### config.mk
export PLATFORM = sky130hd
export DESIGN_NAME = cave_automaton_step
export DESIGN_NICKNAME = d
export VERILOG_FILES = /design/src/rtl/cas_pkg.sv /design/src/rtl/cas_ram.sv /design/src/rtl/cas_ctrl.sv /design/src/rtl/cas_win.sv /design/src/rtl/cave_automaton_step.sv
export SDC_FILE = /design/constraint.sdc
export NUM_CORES = 2
export LEC_CHECK = 0
export ABC_AREA = 1
export BUFFER_PORTS_ARGS = -buffer_cell sky130_fd_sc_hd__buf_2
export CORE_UTILIZATION = 50
export DETAILED_ROUTE_END_ITERATION = 10
export MAX_ROUTING_LAYER = met4
export PLACE_DENSITY = 0.61
export SETUP_SLACK_MARGIN = 0.4
export SYNTH_ARGS = -nofsm -noshare
export SYNTH_HDL_FRONTEND = slang
export SYNTH_SLANG_ARGS = --single-unit
export TNS_END_PERCENT = 10
### constraint.sdc
create_clock -name i_clk -period 18.7 [get_ports i_clk]
set_clock_uncertainty 0.15 [all_clocks]
set_input_delay 1.87 -clock i_clk [delete_from_list [all_inputs] [get_ports i_clk]]
set_output_delay 1.87 -clock i_clk [all_outputs]
set_load 0.03 [all_outputs]
### src/rtl/cas_pkg.sv
`timescale 1ns / 1ps

package cas_pkg;

    localparam int CAS_MAX_COLS = 1024;
    localparam int CAS_MAX_ROWS = 1024;

    localparam int CFG_W   = 11;
    localparam int POS_W   = 10;
    localparam int APB_AW  = 3;
    localparam int APB_DW  = 32;

    // live neighbour count at which a cell keeps its old value
    localparam logic [3:0] KEEP_COUNT = 4'd4;

    // register index, taken from paddr[2]
    localparam logic REG_NUM_ROWS = 1'b0;
    localparam logic REG_NUM_COLS = 1'b1;

    localparam logic ACTION_CELL  = 1'b0;
    localparam logic ACTION_FLUSH = 1'b1;

    typedef struct packed {
        logic action;
        logic cell_alive;
    } t_in_word;

    typedef struct packed {
        logic             new_alive;
        logic [POS_W-1:0] out_row;
        logic [POS_W-1:0] out_col;
        logic             frame_last;
    } t_out_word;

    // emit position and border flags of the cell that an item completes
    typedef struct packed {
        logic             emit;
        logic             last;
        logic             top;
        logic             bottom;
        logic             left;
        logic             right;
        logic [POS_W-1:0] row;
        logic [POS_W-1:0] col;
    } t_pos;

endpackage

### src/rtl/cas_ram.sv
`timescale 1ns / 1ps

module cas_ram #(
    parameter int DATA_W = 2,
    parameter int DEPTH  = 1024
) (
    input  logic                     i_clk,
    input  logic                     i_we,
    input  logic [$clog2(DEPTH)-1:0] i_waddr,
    input  logic [DATA_W-1:0]        i_wdata,
    input  logic                     i_re,
    input  logic [$clog2(DEPTH)-1:0] i_raddr,
    output logic [DATA_W-1:0]        o_rdata
);

    logic [DATA_W-1:0] r_mem [DEPTH];
    logic [DATA_W-1:0] r_rdata;

    always_ff @(posedge i_clk) begin
        if (i_we) begin
            r_mem[i_waddr] <= i_wdata;
        end
        if (i_re) begin
            r_rdata <= r_mem[i_raddr];
        end
    end

    assign o_rdata = r_rdata;

endmodule

### src/rtl/cas_ctrl.sv
`timescale 1ns / 1ps

module cas_ctrl #(
    parameter int MAX_ROWS = cas_pkg::CAS_MAX_ROWS,
    parameter int MAX_COLS = cas_pkg::CAS_MAX_COLS
) (
    input  logic                          i_clk,
    input  logic                          i_rst_n,
    input  logic                          i_accept,
    input  logic [$clog2(MAX_ROWS+3)-1:0] i_rows,
    input  logic [$clog2(MAX_COLS+1)-1:0] i_cols,
    output logic [$clog2(MAX_COLS)-1:0]   o_rd_addr,
    output cas_pkg::t_pos                 o_pos
);

    localparam int RCNT_W = $clog2(MAX_ROWS + 3);
    localparam int CCNT_W = $clog2(MAX_COLS + 1);
    localparam int ADDR_W = $clog2(MAX_COLS);

    logic [RCNT_W-1:0] r_in_row, n_in_row;
    logic [ADDR_W-1:0] r_in_col, n_in_col;
    logic [RCNT_W-1:0] r_emit_row, n_emit_row;
    logic [ADDR_W-1:0] r_emit_col, n_emit_col;

    logic        w_emit;
    logic        w_in_col_end;
    logic        w_row_end;
    logic        w_col_end;
    logic [31:0] w_row_full;
    logic [31:0] w_col_full;

    assign w_emit = (r_in_row >= RCNT_W'(2))
                 || ((r_in_row == RCNT_W'(1)) && (r_in_col != '0));
    assign w_in_col_end = (CCNT_W'(r_in_col) + CCNT_W'(1)) >= i_cols;
    assign w_row_end    = (r_emit_row + RCNT_W'(1)) >= i_rows;
    assign w_col_end    = (CCNT_W'(r_emit_col) + CCNT_W'(1)) >= i_cols;

    assign w_row_full = 32'(r_emit_row);
    assign w_col_full = 32'(r_emit_col);

    always_comb begin
        o_pos.emit   = w_emit;
        o_pos.last   = w_row_end && w_col_end;
        o_pos.top    = (r_emit_row == '0);
        o_pos.bottom = w_row_end;
        o_pos.left   = (r_emit_col == '0);
        o_pos.right  = w_col_end;
        o_pos.row    = w_row_full[cas_pkg::POS_W-1:0];
        o_pos.col    = w_col_full[cas_pkg::POS_W-1:0];
    end

    assign o_rd_addr = r_in_col;

    always_comb begin
        n_in_row   = r_in_row;
        n_in_col   = r_in_col;
        n_emit_row = r_emit_row;
        n_emit_col = r_emit_col;
        if (i_accept) begin
            if (w_in_col_end) begin
                n_in_col = '0;
                if (r_in_row < RCNT_W'(MAX_ROWS + 2)) begin
                    n_in_row = r_in_row + RCNT_W'(1);
                end
            end else begin
                n_in_col = r_in_col + ADDR_W'(1);
            end
            if (w_emit) begin
                if (o_pos.last) begin
                    // frame done: every position back to the start
                    n_in_row   = '0;
                    n_in_col   = '0;
                    n_emit_row = '0;
                    n_emit_col = '0;
                end else if (w_col_end) begin
                    n_emit_col = '0;
                    n_emit_row = r_emit_row + RCNT_W'(1);
                end else begin
                    n_emit_col = r_emit_col + ADDR_W'(1);
                end
            end
        end
    end

    always_ff @(posedge i_clk) begin
        if (!i_rst_n) begin
            r_in_row   <= '0;
            r_in_col   <= '0;
            r_emit_row <= '0;
            r_emit_col <= '0;
        end else begin
            r_in_row   <= n_in_row;
            r_in_col   <= n_in_col;
            r_emit_row <= n_emit_row;
            r_emit_col <= n_emit_col;
        end
    end

endmodule

### src/rtl/cas_win.sv
`timescale 1ns / 1ps

module cas_win #(
    parameter int MAX_COLS = cas_pkg::CAS_MAX_COLS
) (
    input  logic                        i_clk,
    input  logic                        i_rst_n,
    input  logic                        i_accept,
    input  cas_pkg::t_in_word           i_word,
    input  cas_pkg::t_pos               i_pos,
    input  logic [$clog2(MAX_COLS)-1:0] i_rd_addr,
    output logic                        o_in_ready,
    output logic                        o_out_valid,
    input  logic                        i_out_ready,
    output cas_pkg::t_out_word          o_out_word
);

    localparam int ADDR_W = $clog2(MAX_COLS);

    logic              r_s1_valid, n_s1_valid;
    logic              r_s1_v;
    cas_pkg::t_pos     r_s1_pos;
    logic [ADDR_W-1:0] r_s1_addr;
    logic              r_s1_fwd;
    logic [1:0]        r_s1_fwd_data;

    logic [8:0]         r_window, n_window;
    logic               r_out_valid, n_out_valid;
    cas_pkg::t_out_word r_out_word;

    logic       w_go;
    logic [1:0] w_rdata;
    logic [1:0] w_held;
    logic [1:0] w_wdata;
    logic [2:0] w_column;
    logic [8:0] w_mask;
    logic [3:0] w_count;
    logic       w_alive;

    // stage one moves on unless its word needs the output register and that is full and not taken
    assign w_go = r_s1_valid
               && (!r_s1_pos.emit || !r_out_valid || i_out_ready);
    assign o_in_ready = !r_s1_valid || w_go;

    cas_ram #(
        .DATA_W (2),
        .DEPTH  (MAX_COLS)
    ) u_line_store (
        .i_clk   (i_clk),
        .i_we    (w_go),
        .i_waddr (r_s1_addr),
        .i_wdata (w_wdata),
        .i_re    (i_accept),
        .i_raddr (i_rd_addr),
        .o_rdata (w_rdata)
    );

    // a write in the cycle of the read is not seen by the ram output
    assign w_held   = r_s1_fwd ? r_s1_fwd_data : w_rdata;
    assign w_wdata  = {w_held[0], r_s1_v};
    assign w_column = {r_s1_v, w_held[0], w_held[1]};
    assign n_window = {w_column, r_window[8:3]};

    // bit c*3+r of the window, c left to right, r top to bottom
    always_comb begin
        w_mask = 9'h1FF;
        w_mask[4] = 1'b0;
        if (r_s1_pos.left) begin
            w_mask[2:0] = 3'b000;
        end
        if (r_s1_pos.right) begin
            w_mask[8:6] = 3'b000;
        end
        if (r_s1_pos.top) begin
            w_mask[0] = 1'b0;
            w_mask[3] = 1'b0;
            w_mask[6] = 1'b0;
        end
        if (r_s1_pos.bottom) begin
            w_mask[2] = 1'b0;
            w_mask[5] = 1'b0;
            w_mask[8] = 1'b0;
        end
    end

    always_comb begin
        w_count = '0;
        for (int i = 0; i < 9; i++) begin
            w_count = w_count + 4'(n_window[i] & w_mask[i]);
        end
    end

    always_comb begin
        if (w_count < cas_pkg::KEEP_COUNT) begin
            w_alive = 1'b0;
        end else if (w_count > cas_pkg::KEEP_COUNT) begin
            w_alive = 1'b1;
        end else begin
            w_alive = n_window[4];
        end
    end

    always_comb begin
        n_s1_valid = r_s1_valid;
        if (i_accept) begin
            n_s1_valid = 1'b1;
        end else if (w_go) begin
            n_s1_valid = 1'b0;
        end
        n_out_valid = r_out_valid;
        if (w_go && r_s1_pos.emit) begin
            n_out_valid = 1'b1;
        end else if (i_out_ready) begin
            n_out_valid = 1'b0;
        end
    end

    always_ff @(posedge i_clk) begin
        if (!i_rst_n) begin
            r_s1_valid  <= 1'b0;
            r_out_valid <= 1'b0;
            r_window    <= '0;
        end else begin
            r_s1_valid  <= n_s1_valid;
            r_out_valid <= n_out_valid;
            if (w_go) begin
                r_window <= n_window;
            end
        end
    end

    always_ff @(posedge i_clk) begin
        if (i_accept) begin
            r_s1_v        <= (i_word.action == cas_pkg::ACTION_FLUSH) ? 1'b0
                                                                      : i_word.cell_alive;
            r_s1_pos      <= i_pos;
            r_s1_addr     <= i_rd_addr;
            r_s1_fwd      <= w_go && (r_s1_addr == i_rd_addr);
            r_s1_fwd_data <= w_wdata;
        end
        if (w_go && r_s1_pos.emit) begin
            r_out_word.new_alive  <= w_alive;
            r_out_word.out_row    <= r_s1_pos.row;
            r_out_word.out_col    <= r_s1_pos.col;
            r_out_word.frame_last <= r_s1_pos.last;
        end
    end

    assign o_out_valid = r_out_valid;
    assign o_out_word  = r_out_word;

endmodule

### src/rtl/cave_automaton_step.sv
`timescale 1ns / 1ps
// a result word is registered in the output register once the item that completes its
//   neighbourhood (num_cols+1 words behind the cell) has passed stage one
// throughput: one word per cycle, set by the single-port-per-side line store ram;
//   the input stalls only while a full output register is not taken
// reset: i_rst_n synchronous active low; clears positions, window and handshake
//   state, sets num_rows and num_cols to 1024; line store is not cleared
module cave_automaton_step #(
    parameter int MAX_ROWS = cas_pkg::CAS_MAX_ROWS,
    parameter int MAX_COLS = cas_pkg::CAS_MAX_COLS
) (
    input  logic                         i_clk,
    input  logic                         i_rst_n,
    input  logic                         i_in_valid,
    output logic                         o_in_ready,
    input  cas_pkg::t_in_word            i_in_word,
    output logic                         o_out_valid,
    input  logic                         i_out_ready,
    output cas_pkg::t_out_word           o_out_word,
    input  logic                         psel,
    input  logic                         penable,
    input  logic                         pwrite,
    input  logic [cas_pkg::APB_AW-1:0]   paddr,
    input  logic [cas_pkg::APB_DW-1:0]   pwdata,
    output logic [cas_pkg::APB_DW-1:0]   prdata,
    output logic                         pready
);

    localparam int RCNT_W = $clog2(MAX_ROWS + 3);
    localparam int CCNT_W = $clog2(MAX_COLS + 1);
    localparam int ADDR_W = $clog2(MAX_COLS);

    logic [cas_pkg::CFG_W-1:0] r_num_rows;
    logic [cas_pkg::CFG_W-1:0] r_num_cols;

    logic              w_cfg_wr;
    logic [31:0]       w_rows_full;
    logic [31:0]       w_cols_full;
    logic [RCNT_W-1:0] w_rows;
    logic [CCNT_W-1:0] w_cols;
    logic              w_accept;
    logic [ADDR_W-1:0] w_rd_addr;
    cas_pkg::t_pos     w_pos;

    assign pready   = 1'b1;
    assign w_cfg_wr = psel && penable && pwrite && pready;

    always_ff @(posedge i_clk) begin
        if (!i_rst_n) begin
            r_num_rows <= cas_pkg::CFG_W'(1024);
            r_num_cols <= cas_pkg::CFG_W'(1024);
        end else if (w_cfg_wr) begin
            unique case (paddr[2])
                cas_pkg::REG_NUM_ROWS: r_num_rows <= pwdata[cas_pkg::CFG_W-1:0];
                cas_pkg::REG_NUM_COLS: r_num_cols <= pwdata[cas_pkg::CFG_W-1:0];
                default: ;
            endcase
        end
    end

    always_comb begin
        unique case (paddr[2])
            cas_pkg::REG_NUM_ROWS: prdata = cas_pkg::APB_DW'(r_num_rows);
            cas_pkg::REG_NUM_COLS: prdata = cas_pkg::APB_DW'(r_num_cols);
            default:               prdata = '0;
        endcase
    end

    // zero behaves as one, anything above the maximum as the maximum
    assign w_rows_full = (r_num_rows == '0) ? 32'd1
                       : (32'(r_num_rows) > 32'(MAX_ROWS)) ? 32'(MAX_ROWS)
                       : 32'(r_num_rows);
    assign w_cols_full = (r_num_cols == '0) ? 32'd1
                       : (32'(r_num_cols) > 32'(MAX_COLS)) ? 32'(MAX_COLS)
                       : 32'(r_num_cols);
    assign w_rows = w_rows_full[RCNT_W-1:0];
    assign w_cols = w_cols_full[CCNT_W-1:0];

    assign w_accept = i_in_valid && o_in_ready;

    cas_ctrl #(
        .MAX_ROWS (MAX_ROWS),
        .MAX_COLS (MAX_COLS)
    ) u_ctrl (
        .i_clk     (i_clk),
        .i_rst_n   (i_rst_n),
        .i_accept  (w_accept),
        .i_rows    (w_rows),
        .i_cols    (w_cols),
        .o_rd_addr (w_rd_addr),
        .o_pos     (w_pos)
    );

    cas_win #(
        .MAX_COLS (MAX_COLS)
    ) u_win (
        .i_clk       (i_clk),
        .i_rst_n     (i_rst_n),
        .i_accept    (w_accept),
        .i_word      (i_in_word),
        .i_pos       (w_pos),
        .i_rd_addr   (w_rd_addr),
        .o_in_ready  (o_in_ready),
        .o_out_valid (o_out_valid),
        .i_out_ready (i_out_ready),
        .o_out_word  (o_out_word)
    );

`ifndef SYNTHESIS
    // the word after the final cell starts a fresh frame at the top left
    a_frame_restart: assert property (@(posedge i_clk) disable iff (!i_rst_n)
        w_accept && w_pos.emit && w_pos.last |=> (w_rd_addr == '0) && !w_pos.emit)
        else $error("position not cleared after frame end");

    // the input side only stalls behind a full, blocked output register
    a_ready_stall: assert property (@(posedge i_clk) disable iff (!i_rst_n)
        !o_in_ready |-> o_out_valid && !i_out_ready)
        else $error("input stalled without output back-pressure");

    a_reset_empty: assert property (@(posedge i_clk)
        !i_rst_n |=> !o_out_valid)
        else $error("output word valid after reset");
`endif

endmodule

==> qor.txt <==
Global-route wire length before repair: 397800 um
Seq/Total Area, Yosys: 68.07%
Clock-pin transition on the worst setup and hold timing paths: 0.06 ns
Worst slew margin: 6.345%
Bufs on Longest Clock Path: 3
Post-route DRC: 0
Die Wd: 438.6 um
Slowest Stage Delay on Critical Path: 0.78 ns
Synth Instances: 9143
Worst setup margin: 13.28 ns
WP data arrival: 5.86 ns
Flops & latches, synth: 2184
Num CTS Buffers: 222
Worst-margin pin slew: 1.405 ns
Fin area: 104300 um2
Non-Filler Instances: 11620
Sink Count: 2184
Share of cells above drive strength 1: 7.042%
Vias: 66460
Outcome: completed
Mapped Area: 95290 um2
Slowest CP cell: buf_4
Starting density of the core: 50.53%
VDD IR-drop max: 0.00008002 V
Routed Antenna Nets: 0
GRT overflow: 0
Largest net degree at the start of global routing: 237
Post-CTS setup buffer count: 0
Yosys cell types: 41
Max-cap viol count: 0
Setup violators final: 0
Core Util, Final: 55.28%
Pins over their slew limit: 0
WP data required: 19.14 ns
Overall die height: 438.6 um
Post-cts sizing count: 0
Worst Setup End Kind: register
First drt pass iteration count: 6
Avg WL per Cell: 23.14 um
Fmax achieved: 184.4 MHz
Crit path kind: reg -> reg
Post-synth top area share: 66.56%
Synth warn: 0
RSZ-0062 raised after global routing: false
Hold Crit Class: reg -> reg
CP top delay family: buffers and inverters
Lkg Pwr: 36.56 nW
Power density over the cells: 99.78 nW/um2
TritonCTS clock tree: done
Core box area: 188600 um2
Crit path cell chain: buf_4 > buf_12 > buf_4 > buf_4 > nand2_1 > nand3_1 > nand3_1 > nand3_1 > nand3_1 > nand3_1 > nand3_1 > nand3_1 > nand2_1 > nand3_1 > nand2_1
I/O Buffers: 55
Root buffer cell: clkbuf_16
R2R Setup Slk: 13.28 ns
Avg Synthesized Cell Area: 10.42 um2
Via density: 5.721
FP Rows: 159
Total wire length: 268800 um
Gpl congestion: 0.8587
Final net count: 9023
Top cells by area, synth: edfxtp_1 (67%), nor2_1 (8.9%), nand2_1 (5.8%), nand3_1 (3.9%), o21ai_0 (3.8%)
HPWL Detailed: 142700 um
Placed Area: 97290 um2
H-tree depth: 4
Die area: 192300 um2
GRT Overall Usage: 28.57%
1st-iter DRT viols: 7736
I/O pin total: 101
Vias in the first global route: 64390
Critical Path Start Type: register
Crit path max fanout: 186
CTS hold repair buffers: 0
Most frequent CP cell: nand3_1
Placed instance count: 11200
Largest area contributor in the netlist: edfxtp_1
Dpl ws: 13.09 ns
Number of hold violations in the final report: 0
Area growth, synth to finish: 9.414%
Total Neg Setup Slack: 0 ns
Buffers & Inverters on Critical Path: 4
Final period util: 29.00%
Initial antenna violation count: 9
Tmin final: 5.422 ns
Worst-skew pair later-pin latency: 0.85 ns
area by class of cell:
cell class | count | area [um2]
Fill cell | 16340 | 84340
Sequential cell | 2184 | 64880
Multi-Input combinational cell | 5835 | 25900
Clock buffer | 274 | 5836
Tap cell | 2495 | 3122
Inverter | 475 | 1808
Timing Repair Buffer | 212 | 1579
Clock inverter | 137 | 1120
Antenna cell | 4 | 10.01
layer usage:
layer / track usage [%] / share of wire, %
met1: 37.84 / 41
met2: 45.91 / 47
met4: 8.553 / 3.1
met5: - / 0
met3: 4.030 / 8.4
synthesized netlist by cell type:
cell type,n
a211oi_1,12
a21oi_1,126
a221oi_1,1
a31oi_1,1
a41o_1,1
a41oi_1,1
and3_1,1
buf_1,88
buf_2,191
buf_4,55
buf_6,15
clkbuf_1,320
clkinv_1,5
conb_1,2
dfxtp_1,72
edfxtp_1,2112
fa_1,4
ha_1,45
inv_1,466
inv_2,4
mux2_2,2
nand2_1,1471
nand3_1,737
nand3b_1,10
nand4_1,28
nand4_2,1
nor2_1,2269
nor2_2,3
nor3_1,57
nor3b_1,3
nor4_1,11
o211ai_1,136
o211ai_2,4
o21a_1,1
o21ai_0,731
o21ai_1,32
o22ai_1,27
o31ai_1,1
or2_2,67
xnor2_1,8
xor2_1,22
cell usage in the layout (no fill, tap or decap), types with 5 or more instances in the layout:
master	instances
clkbuf_16	226
nand4_1	28
o21ai_0	731
clkbuf_1	48
clkinv_2	52
o211ai_1	136
buf_2	55
dfxtp_1	66
nand3_1	725
nor3_1	55
clkinvlp_4	5
o21ai_1	32
dfxtp_4	5
nand3_4	12
nand2_1	1457
o22ai_1	27
inv_1	464
nor4_1	11
bufinv_16	15
buf_12	10
or2_2	67
xor2_1	22
buf_4	147
nand2_2	12
clkinv_1	59
a211oi_1	12
nor2_1	2266
edfxtp_1	2112
xnor2_1	8
nand3b_1	10
conb_1	22
a21oi_1	126
ha_1	45
sequential cells by signal, summed over array words and instances, names as in the netlist:
register / cells
u_ctrl.o_rd_addr: 10
u_win.r_s1_fwd: 1
u_win.r_s1_v: 1
u_ctrl.r_in_row: 11
u_ctrl.r_emit_row: 11
u_win.r_window: 6
u_win.r_s1_valid: 1
u_win.u_line_store.r_mem: 2048
u_win.u_line_store.o_rdata: 2
u_win.r_s1_fwd_data: 2
u_ctrl.r_emit_col: 10
u_win.o_out_valid: 1
u_win.o_out_word: 22
u_win.r_s1_addr: 10
r_num_cols: 11
r_num_rows: 11
u_win.r_s1_pos: 26
final timing paths:
check / startpoint / endpoint / depth (start not counted)
setup / recovery: u_ctrl.o_rd_addr[0] / u_win.u_line_store.o_rdata[0] / 15
hold / removal: u_win.r_s1_pos[18] / u_win.o_out_word[19] / 0
setup reg to reg: u_ctrl.o_rd_addr[0] / u_win.u_line_store.o_rdata[0] / 15
hold reg to reg: u_win.r_s1_pos[18] / u_win.o_out_word[19] / 0
per-stage QoR:
| step | power [mW] | hold WS [ns] |
|---|---|---|
| after floorplan | 6.084 | 0.2503 |
| after global placement | 6.218 | 0.2525 |
| after detailed placement | 6.221 | 0.2545 |
| after CTS | 10.46 | 0.2687 |
| after global routing | 10.72 | 0.2720 |
| final | 10.40 | 0.2666 |
kinds of logic after synthesis:
kind of cell	after synthesis	share of synthesized area (%)
multiplexers	2	0.02363
AO/OA/AOI/OAI	1074	6.116
other	2	0.007881
AND/OR/NAND/NOR	4658	19.74
flip-flops	2184	68.07
adder cells (fa/ha/maj)	49	0.6749
XOR/XNOR	30	0.2757
buffers and inverters	1144	5.092
power by group:
| group | leakage (nW) | internal (mW) | switching, mW | total, mW |
|---|---|---|---|---|
| logic | 13.4 | 0.173 | 0.532 | 0.705 |
| registers | 19.7 | 5.41 | 0.00981 | 5.42 |
| clock network | 3.42 | 2.41 | 1.87 | 4.28 |
No activity file was read; power rests on OpenSTA's default activity.
